$ cat config.mk
export PLATFORM = sky130hd
export DESIGN_NAME = binary_patch_applier
export DESIGN_NICKNAME = d
export VERILOG_FILES = /design/src/rtl/core/bpa_pkg.sv /design/src/rtl/core/binary_patch_applier.sv /design/src/rtl/core/bpa_front.sv /design/src/rtl/core/bpa_back.sv
export SDC_FILE = /design/constraint.sdc
export NUM_CORES = 1
export LEC_CHECK = 0
export ABC_AREA = 1
export BUFFER_PORTS_ARGS = -buffer_cell sky130_fd_sc_hd__buf_2
export CAP_MARGIN = 20
export CELL_PAD_IN_SITES_DETAIL_PLACEMENT = 0
export CELL_PAD_IN_SITES_GLOBAL_PLACEMENT = 1
export CORE_MARGIN = 4
export CORE_UTILIZATION = 30
export DETAILED_ROUTE_END_ITERATION = 10
export PLACE_DENSITY = 0.61
export SLEW_MARGIN = 25
export SYNTH_ARGS = -nofsm -noshare
export SYNTH_HDL_FRONTEND = slang
export SYNTH_SLANG_ARGS = --single-unit
$ cat constraint.sdc
create_clock -name clk_i -period 13.9 [get_ports clk_i]
set_clock_uncertainty 0.2 [all_clocks]
set_input_delay 0.695 -clock clk_i [delete_from_list [all_inputs] [get_ports clk_i]]
set_output_delay 0.695 -clock clk_i [all_outputs]
set_load 0.005 [all_outputs]
$ cat src/rtl/core/bpa_pkg.sv
// ----------------------------------------------------------------------------
// Binary patch applier package
// Shared types and codes for the front queue and the patch executor.
// ----------------------------------------------------------------------------
package bpa_pkg;

  typedef enum logic [1:0] {
    PH_HEADER = 2'd0,
    PH_DIFF   = 2'd1,
    PH_EXTRA  = 2'd2
  } phase_e;

  typedef enum logic [1:0] {
    ST_RUN    = 2'd0,
    ST_DONE   = 2'd1,
    ST_BADLEN = 2'd2,
    ST_TRUNC  = 2'd3
  } status_e;

  typedef enum logic {
    KIND_BYTE = 1'b0,
    KIND_END  = 1'b1
  } kind_e;

  // Configuration register indexes
  localparam logic CFG_OLD_SIZE = 1'b0;
  localparam logic CFG_NEW_SIZE = 1'b1;

  localparam int unsigned SizeW = 24;

  typedef struct packed {
    kind_e      kind;
    logic [7:0] patch_byte;
    logic [7:0] old_byte;
  } item_t;

endpackage

$ cat src/rtl/core/binary_patch_applier.sv
// ----------------------------------------------------------------------------
// Binary patch applier
// Streaming applier for uncompressed bsdiff-style patches, one byte per beat.
// ----------------------------------------------------------------------------
// Throughput: one beat per cycle while the result side is not stalled.
// An accepted beat passes the front queue, then the result register.
// The front queue holds two beats, so up to two input beats are still
// accepted while the result side is stalled.
// Reset: all patch state and both size registers clear; with a zero new
// image size the first beat reports done.
module binary_patch_applier #(
  parameter int unsigned ADDR_BITS = 24
) (
  input  logic        clk_i,
  input  logic        rst_ni,
  // Configuration write port: index 0 old image size, 1 new image size
  input  logic        cfg_we_i,
  input  logic        cfg_idx_i,
  input  logic [23:0] cfg_wdata_i,
  // Patch input stream
  input  logic        s_axis_tvalid,
  output logic        s_axis_tready,
  input  logic [15:0] s_axis_tdata,  // [7:0] patch_byte, [15:8] old_byte
  input  logic [0:0]  s_axis_tuser,  // [0] action
  // Result stream
  output logic        m_axis_tvalid,
  input  logic        m_axis_tready,
  output logic [63:0] m_axis_tdata,  // [23:0] write_offset, [31:24] write_data,
                                     // [63:32] next_old_offset
  output logic [2:0]  m_axis_tuser   // [0] write_valid, [2:1] status
);

  logic           item_valid;
  logic           item_pop;
  bpa_pkg::item_t item;

  // Front: accept and tag beats, queue them for the executor
  bpa_front u_front (
    .clk_i         (clk_i),
    .rst_ni        (rst_ni),
    .s_axis_tvalid (s_axis_tvalid),
    .s_axis_tready (s_axis_tready),
    .s_axis_tdata  (s_axis_tdata),
    .s_axis_tuser  (s_axis_tuser),
    .item_valid_o  (item_valid),
    .item_o        (item),
    .item_pop_i    (item_pop)
  );

  // Back: run the record state machine, drive the result register
  bpa_back #(
    .ADDR_BITS (ADDR_BITS)
  ) u_back (
    .clk_i         (clk_i),
    .rst_ni        (rst_ni),
    .cfg_we_i      (cfg_we_i),
    .cfg_idx_i     (cfg_idx_i),
    .cfg_wdata_i   (cfg_wdata_i),
    .item_valid_i  (item_valid),
    .item_i        (item),
    .item_pop_o    (item_pop),
    .m_axis_tvalid (m_axis_tvalid),
    .m_axis_tready (m_axis_tready),
    .m_axis_tdata  (m_axis_tdata),
    .m_axis_tuser  (m_axis_tuser)
  );

endmodule

$ cat src/rtl/core/bpa_front.sv
// ----------------------------------------------------------------------------
// Patch applier front end
// Accept input beats, tag them as patch bytes or end markers, and hold them
// in a two-entry queue until the executor takes them.
// ----------------------------------------------------------------------------
module bpa_front (
  input  logic          clk_i,
  input  logic          rst_ni,
  input  logic          s_axis_tvalid,
  output logic          s_axis_tready,
  input  logic [15:0]   s_axis_tdata,  // [7:0] patch_byte, [15:8] old_byte
  input  logic [0:0]    s_axis_tuser,  // [0] action
  output logic          item_valid_o,
  output bpa_pkg::item_t item_o,
  input  logic          item_pop_i
);

  localparam int unsigned Depth = 2;
  localparam int unsigned PtrW  = $clog2(Depth);
  localparam int unsigned CntW  = $clog2(Depth + 1);

  bpa_pkg::item_t   mem_q [Depth];
  logic [PtrW-1:0]  wr_ptr_q, wr_ptr_d;
  logic [PtrW-1:0]  rd_ptr_q, rd_ptr_d;
  logic [CntW-1:0]  count_q, count_d;
  logic             push, pop;
  bpa_pkg::item_t   in_item;

  always_comb begin
    in_item.kind       = s_axis_tuser[0] ? bpa_pkg::KIND_END : bpa_pkg::KIND_BYTE;
    in_item.patch_byte = s_axis_tdata[7:0];
    in_item.old_byte   = s_axis_tdata[15:8];
  end

  assign s_axis_tready = (count_q != CntW'(Depth));
  assign push          = s_axis_tvalid && s_axis_tready;
  assign item_valid_o  = (count_q != '0);
  assign pop           = item_pop_i && item_valid_o;
  assign item_o        = mem_q[rd_ptr_q];

  always_comb begin
    wr_ptr_d = push ? PtrW'(wr_ptr_q + 1'b1) : wr_ptr_q;
    rd_ptr_d = pop  ? PtrW'(rd_ptr_q + 1'b1) : rd_ptr_q;
    count_d  = count_q + CntW'(push) - CntW'(pop);
  end

  always_ff @(posedge clk_i) begin
    if (push) begin
      mem_q[wr_ptr_q] <= in_item;
    end
  end

  always_ff @(posedge clk_i or negedge rst_ni) begin
    if (!rst_ni) begin
      wr_ptr_q <= '0;
      rd_ptr_q <= '0;
      count_q  <= '0;
    end else begin
      wr_ptr_q <= wr_ptr_d;
      rd_ptr_q <= rd_ptr_d;
      count_q  <= count_d;
    end
  end

endmodule

$ cat src/rtl/core/bpa_back.sv
// ----------------------------------------------------------------------------
// Patch applier executor
// Decode record headers, apply diff and extra sections, track status, and
// drive the registered result beat.
// ----------------------------------------------------------------------------
module bpa_back #(
  parameter int unsigned ADDR_BITS = 24
) (
  input  logic                 clk_i,
  input  logic                 rst_ni,
  input  logic                 cfg_we_i,
  input  logic                 cfg_idx_i,
  input  logic [23:0]          cfg_wdata_i,
  input  logic                 item_valid_i,
  input  bpa_pkg::item_t       item_i,
  output logic                 item_pop_o,
  output logic                 m_axis_tvalid,
  input  logic                 m_axis_tready,
  output logic [63:0]          m_axis_tdata,  // [23:0] write_offset, [31:24] write_data,
                                              // [63:32] next_old_offset
  output logic [2:0]           m_axis_tuser   // [0] write_valid, [2:1] status
);

  localparam int unsigned SizeW = bpa_pkg::SizeW;
  localparam logic [SizeW-1:0] NewSizeMask =
    SizeW'((64'd1 << ADDR_BITS) - 64'd1);

  // Configuration
  logic [SizeW-1:0] old_size_q, new_size_q;

  // Patch state
  bpa_pkg::phase_e  phase_q, phase_d;
  bpa_pkg::status_e status_q, status_d;
  logic [1:0]       hfield_q, hfield_d;
  logic [2:0]       hcount_q, hcount_d;
  logic [31:0]      acc_q, acc_d;
  logic [31:0]      diff_len_q, diff_len_d;
  logic [31:0]      extra_len_q, extra_len_d;
  logic [31:0]      seek_q, seek_d;
  logic [31:0]      remain_q, remain_d;
  logic [31:0]      old_pos_q, old_pos_d;
  logic [ADDR_BITS-1:0] new_pos_q, new_pos_d;

  // Result register
  logic             out_valid_q;
  logic             wvalid_q, wvalid_d;
  logic [SizeW-1:0] woff_q, woff_d;
  logic [7:0]       wdata_q, wdata_d;

  logic             advance;
  logic [31:0]      hdr_val;
  logic [32:0]      new_size_ext;

  assign advance      = item_valid_i && (!out_valid_q || m_axis_tready);
  assign item_pop_o   = advance;
  assign new_size_ext = 33'(new_size_q);
  assign hdr_val      = item_i.patch_byte[7] ? (32'd0 - acc_q) : acc_q;

  always_comb begin
    phase_d     = phase_q;
    status_d    = status_q;
    hfield_d    = hfield_q;
    hcount_d    = hcount_q;
    acc_d       = acc_q;
    diff_len_d  = diff_len_q;
    extra_len_d = extra_len_q;
    seek_d      = seek_q;
    remain_d    = remain_q;
    old_pos_d   = old_pos_q;
    new_pos_d   = new_pos_q;
    wvalid_d    = 1'b0;
    woff_d      = '0;
    wdata_d     = '0;

    // Record boundary before the beat
    if (status_d == bpa_pkg::ST_RUN && phase_q == bpa_pkg::PH_HEADER &&
        hfield_q == 2'd0 && hcount_q == 3'd0 &&
        33'(new_pos_q) >= new_size_ext) begin
      status_d = bpa_pkg::ST_DONE;
    end

    if (status_d == bpa_pkg::ST_RUN) begin
      if (item_i.kind == bpa_pkg::KIND_END) begin
        status_d = bpa_pkg::ST_TRUNC;
      end else begin
        unique case (phase_q)
          bpa_pkg::PH_DIFF: begin
            if (!old_pos_q[31] && 32'(old_pos_q[30:0]) < 32'(old_size_q)) begin
              wvalid_d = 1'b1;
              woff_d   = SizeW'(new_pos_q);
              wdata_d  = item_i.patch_byte + item_i.old_byte;
            end
            new_pos_d = new_pos_q + ADDR_BITS'(1);
            old_pos_d = old_pos_q + 32'd1;
            remain_d  = remain_q - 32'd1;
            if (remain_q == 32'd1) begin
              if (33'(new_pos_d) + 33'(extra_len_q) > new_size_ext) begin
                status_d = bpa_pkg::ST_BADLEN;
              end else if (extra_len_q != 32'd0) begin
                remain_d = extra_len_q;
                phase_d  = bpa_pkg::PH_EXTRA;
              end else begin
                old_pos_d = old_pos_q + seek_q + 32'd1;
                phase_d   = bpa_pkg::PH_HEADER;
              end
            end
          end
          bpa_pkg::PH_EXTRA: begin
            wvalid_d  = 1'b1;
            woff_d    = SizeW'(new_pos_q);
            wdata_d   = item_i.patch_byte;
            new_pos_d = new_pos_q + ADDR_BITS'(1);
            remain_d  = remain_q - 32'd1;
            if (remain_q == 32'd1) begin
              old_pos_d = old_pos_q + seek_q;
              phase_d   = bpa_pkg::PH_HEADER;
            end
          end
          bpa_pkg::PH_HEADER: begin
            if (hcount_q < 3'd4) begin
              acc_d[8*hcount_q[1:0] +: 8] = acc_q[8*hcount_q[1:0] +: 8] |
                                            item_i.patch_byte;
              hcount_d = hcount_q + 3'd1;
            end else if (hcount_q < 3'd7) begin
              hcount_d = hcount_q + 3'd1;
            end else begin
              acc_d    = '0;
              hcount_d = '0;
              priority case (hfield_q)
                2'd0: diff_len_d  = hdr_val;
                2'd1: extra_len_d = hdr_val;
                default: seek_d   = hdr_val;
              endcase
              if (hfield_q >= 2'd2) begin
                hfield_d = 2'd0;
                // Header complete: check lengths and pick the first section; with both sections empty, apply the seek
                if (diff_len_q[31] || extra_len_q[31] ||
                    33'(new_pos_q) + 33'(diff_len_q) > new_size_ext) begin
                  status_d = bpa_pkg::ST_BADLEN;
                end else if (diff_len_q != 32'd0) begin
                  remain_d = diff_len_q;
                  phase_d  = bpa_pkg::PH_DIFF;
                end else if (33'(new_pos_q) + 33'(extra_len_q) > new_size_ext) begin
                  status_d = bpa_pkg::ST_BADLEN;
                end else if (extra_len_q != 32'd0) begin
                  remain_d = extra_len_q;
                  phase_d  = bpa_pkg::PH_EXTRA;
                end else begin
                  old_pos_d = item_i.patch_byte[7] ? (old_pos_q - acc_q)
                                                   : (old_pos_q + acc_q);
                end
              end else begin
                hfield_d = hfield_q + 2'd1;
              end
            end
          end
          default: ;
        endcase
      end

      // Record boundary after the beat
      if (status_d == bpa_pkg::ST_RUN && phase_d == bpa_pkg::PH_HEADER &&
          hfield_d == 2'd0 && hcount_d == 3'd0 &&
          33'(new_pos_d) >= new_size_ext) begin
        status_d = bpa_pkg::ST_DONE;
      end
    end
  end

  always_ff @(posedge clk_i or negedge rst_ni) begin
    if (!rst_ni) begin
      old_size_q <= '0;
      new_size_q <= '0;
    end else if (cfg_we_i) begin
      unique case (cfg_idx_i)
        bpa_pkg::CFG_OLD_SIZE: old_size_q <= cfg_wdata_i;
        bpa_pkg::CFG_NEW_SIZE: new_size_q <= cfg_wdata_i & NewSizeMask;
        default: ;
      endcase
    end
  end

  always_ff @(posedge clk_i or negedge rst_ni) begin
    if (!rst_ni) begin
      phase_q     <= bpa_pkg::PH_HEADER;
      status_q    <= bpa_pkg::ST_RUN;
      hfield_q    <= '0;
      hcount_q    <= '0;
      acc_q       <= '0;
      diff_len_q  <= '0;
      extra_len_q <= '0;
      seek_q      <= '0;
      remain_q    <= '0;
      old_pos_q   <= '0;
      new_pos_q   <= '0;
      out_valid_q <= 1'b0;
    end else begin
      if (advance) begin
        phase_q     <= phase_d;
        status_q    <= status_d;
        hfield_q    <= hfield_d;
        hcount_q    <= hcount_d;
        acc_q       <= acc_d;
        diff_len_q  <= diff_len_d;
        extra_len_q <= extra_len_d;
        seek_q      <= seek_d;
        remain_q    <= remain_d;
        old_pos_q   <= old_pos_d;
        new_pos_q   <= new_pos_d;
        out_valid_q <= 1'b1;
      end else if (m_axis_tready) begin
        out_valid_q <= 1'b0;
      end
    end
  end

  // Result payload; status and old offset come from the state registers
  always_ff @(posedge clk_i) begin
    if (advance) begin
      wvalid_q <= wvalid_d;
      woff_q   <= woff_d;
      wdata_q  <= wdata_d;
    end
  end

  assign m_axis_tvalid = out_valid_q;
  assign m_axis_tdata  = {old_pos_q, wdata_q, woff_q};
  assign m_axis_tuser  = {status_q, wvalid_q};

endmodule

==> impl_metrics.py <==
metrics = {
    "power_and_ir_drop": {
        "cellPowerDensity_nw_per_um2": 113.6,
        "leakage_uw": 0.01771,
        "vdd_drop_max_v": 0.00008631,
    },
    "clock_tree": {
        "clock_tree.buffer_depth": 3,
        "clock-sinks": 345,
        "ctsResizeCount": 0,
        "cts.clk_slew.worst_paths_ns": 0.06,
        "cts_tree": "yes",
        "postCtsSetupBuffers": 0,
        "clockRootBuffer": "clkbuf_16",
        "cts_max_level": 2,
        "insertion_delay_ns": 0.64,
        "cts-buffers-inserted": 48,
    },
    "sta": {
        "fin_setup_tns_ns": 0,
        "rsz0062_at_grt": "false",
        "fmax_mhz": 137.4,
        "period_minus_slack_ns": 7.281,
        "finalHoldViolations": 0,
        "hold_slack_ns": 0.05050,
        "drv_slew": 0,
        "tightestPinTransition_ns": 1.065,
        "relSlewSlack": 0.2875,
        "fin_crit_sh": 0.5238,
        "setup_violations": 0,
    },
    "layout": {
        "mostFrequentLayoutCell": "nand2_1",
        "n_antenna_cell": 0,
        "final_cell_mix": "nand2_1 (1251), inv_1 (613), nor2_1 (464), o21ai_0 (429), a21oi_1 (336)",
        "design_area_sq_um": 36050,
        "drive_above_1_share": 0.07073,
        "fin_nets": 5239,
        "synthToLayoutAreaGrowth_pct": 11.60,
    },
    "critical_path": {
        "worstSetupPathType": "reg -> reg",
        "crit_path_end": "u_back.remain_q[19]",
        "startpoint": "u_back.new_pos_q[1]",
        "cp_data_required_time_ns": 14.17,
        "r2r-start": "u_back.new_pos_q[1]",
        "critPathMaxStageDelay_ns": 0.47,
        "r2r_cells": 40,
        "ff2ff_setup_slack_ns": 6.62,
        "critPathLaunchType": "flop",
        "r2r_end": "u_back.remain_q[19]",
        "arrival_ns": 7.55,
        "crit_top_cell": "nand2_1",
        "worst_path_max_delay_cell": "dfrtp_1",
        "cp-end-kind": "flop",
        "path_max_fanout": 24,
    },
    "synth": {
        "ys_warn_count": 0,
        "avgSynthCellArea_sq_um": 6.738,
        "synth_mux_area_frac": 0,
        "ys_seq_area_frac": 0.2776,
        "yosys.area_share.simple": 0.2840,
        "syn_inst": 4794,
        "synth-seq-cells": 345,
        "synth_top_family_by_area": "simple AND/OR/NAND/NOR gates",
        "async_flop_share": 0.8058,
        "syn_nets": 5148,
        "synth_edf_count": 67,
        "synth_xor_area_frac": 0.05857,
        "synth_flop_cell": "dfrtp_1",
        "synth_compound_area_frac": 0.1698,
        "synth_fa_ha_area_frac": 0.1203,
        "syn_area_sq_um": 32300,
        "ys_types": 72,
    },
    "placed_design": {
        "place_area_sq_um": 34480,
        "place_hpwl_mm": 109.6,
        "place.port_buffers": 115,
        "globalplace.congestion": 0.9165,
    },
    "die": {
        "dieArea_sq_um": 113000,
        "die_w_microns": 336.1,
        "dieHeight_microns": 336.1,
        "design.core.area_sq_um": 107100,
        "fp-row-count": 120,
        "ios": 116,
        "initial_core_util": 0.3017,
    },
    "global_routing": {
        "antenna_found_initial": 0,
        "grt.total_usage": 0.2384,
        "grt_max_degree": 98,
        "grt_pass1_wl_mm": 202.7,
        "grt_pass1_vias": 31470,
        "overflow": 0,
    },
    "drt": {
        "dr.pass1.iters": 5,
        "dr_total_vias": 32110,
        "viasPerCell": 5.079,
        "drc": 0,
        "drt-total-wl_mm": 136.7,
        "drt_iter0_markers": 2196,
        "postRouteAntennaNets": 0,
        "wl_per_cell_microns": 21.63,
    },
    "outcome": {
        "status": "finished, final reports clean",
    },
    "job": {
        "cap_violations": 0,
    },
    "hold_path": {
        "hold_start": "m_axis_tready",
        "min_path_type": "in -> reg",
    },
}
-- metal layers --
layer,track usage,share of wire
met1,0.3043,0.44
met5,0,0
met4,0.07062,0.032
met3,0.02559,0.040
met2,0.4237,0.49
-- registers in the layout, summed over array words and instances, names as in the netlist, 2 cells and up --
register,count
u_back.acc_q,32
u_back.phase_q,2
u_back.hcount_q,3
u_front.mem_q,34
u_back.new_pos_q,24
u_back.old_size_q,24
u_back.wdata_q,8
u_back.remain_q,32
u_back.woff_q,24
u_front.count_q,2
u_back.seek_q,32
u_back.status_q,2
u_back.new_size_q,24
u_back.old_pos_q,32
u_back.extra_len_q,32
u_back.diff_len_q,32
u_back.hfield_q,2
-- synth_stat cells (43+ instances only) --
cell	number	area share
xnor2_1	43	0.012
nand3_1	215	0.033
inv_1	613	0.071
a21oi_1	337	0.052
xor2_1	160	0.043
nand2_1	1253	0.15
nand4_1	58	0.011
edfxtp_1	67	0.062
ha_1	301	0.12
o21ai_0	429	0.066
nor2_1	467	0.054
dfrtp_1	278	0.22
nor3_1	48	0.0074
clkbuf_1	86	0.010
-- cells by family (layout without fill, tap and decap cells) --
family,Yosys count,count (layout)
flops,345,345
xor+xnor,210,210
buf+inv,756,882
compound gates,990,990
simple gates,2186,2186
fa+ha+maj,307,307
-- how the worst min path moves through the flow --
stage                                       end  cells past startpoint
after floorplan                 u_back.acc_q[0]                      0
final                      u_back.m_axis_tvalid                      2
after global routing        u_front.mem_q[1][5]                      1
after CTS                   u_front.mem_q[1][5]                      1
after detailed placement   u_back.new_size_q[8]                      2
after global placement    u_back.old_size_q[18]                      2
-- worst max-delay path: cells and delay by family (launching register included) --
family / cells / cell delay [ns]
AOI/OAI and AO/OA: 5 / 0.81
xor gates and xnor gates: 2 / 0.27
adders and majority gates: 3 / 0.85
buffers and inverters: 7 / 0.64
DFF: 1 / 0.47
and+or+nand+nor: 23 / 3.88
-- power breakdown --
part	total, uW	internal, uW	switching [uW]
logic	1660	515	1140
registers	1220	1150	70.8
clock network	1220	692	526
-- repair_timing --
action	in CTS	in global routing
hold buffers	5	0
hold endpoints to repair	53	0
setup endpoints to repair	0	0
-- stage by stage --
stage / instances / util / setup slack [ns] / power, uW
floorplan: 4794 / - / 8.610 / 2257
global placement: 6233 / 0.3220 / 6.789 / 2904
detailed placement: 6233 / 0.3221 / 6.700 / 2905
CTS: 6323 / 0.3367 / 6.620 / 4150
global route: 6323 / 0.3368 / 5.804 / 4396
finish: 6323 / 0.3368 / 6.619 / 4095
-- layout make-up --
type / count / area, sq um
clock buffers: 65 / 1326
clock inverters: 20 / 187.7
fillers: 11780 / 71000
inverters: 638 / 2396
multi-input cells: 3693 / 20480
flip-flops and latches: 345 / 8969
well taps: 1403 / 1755
repair buffers: 159 / 932.1
No activity file was read; power rests on OpenSTA's default activity.
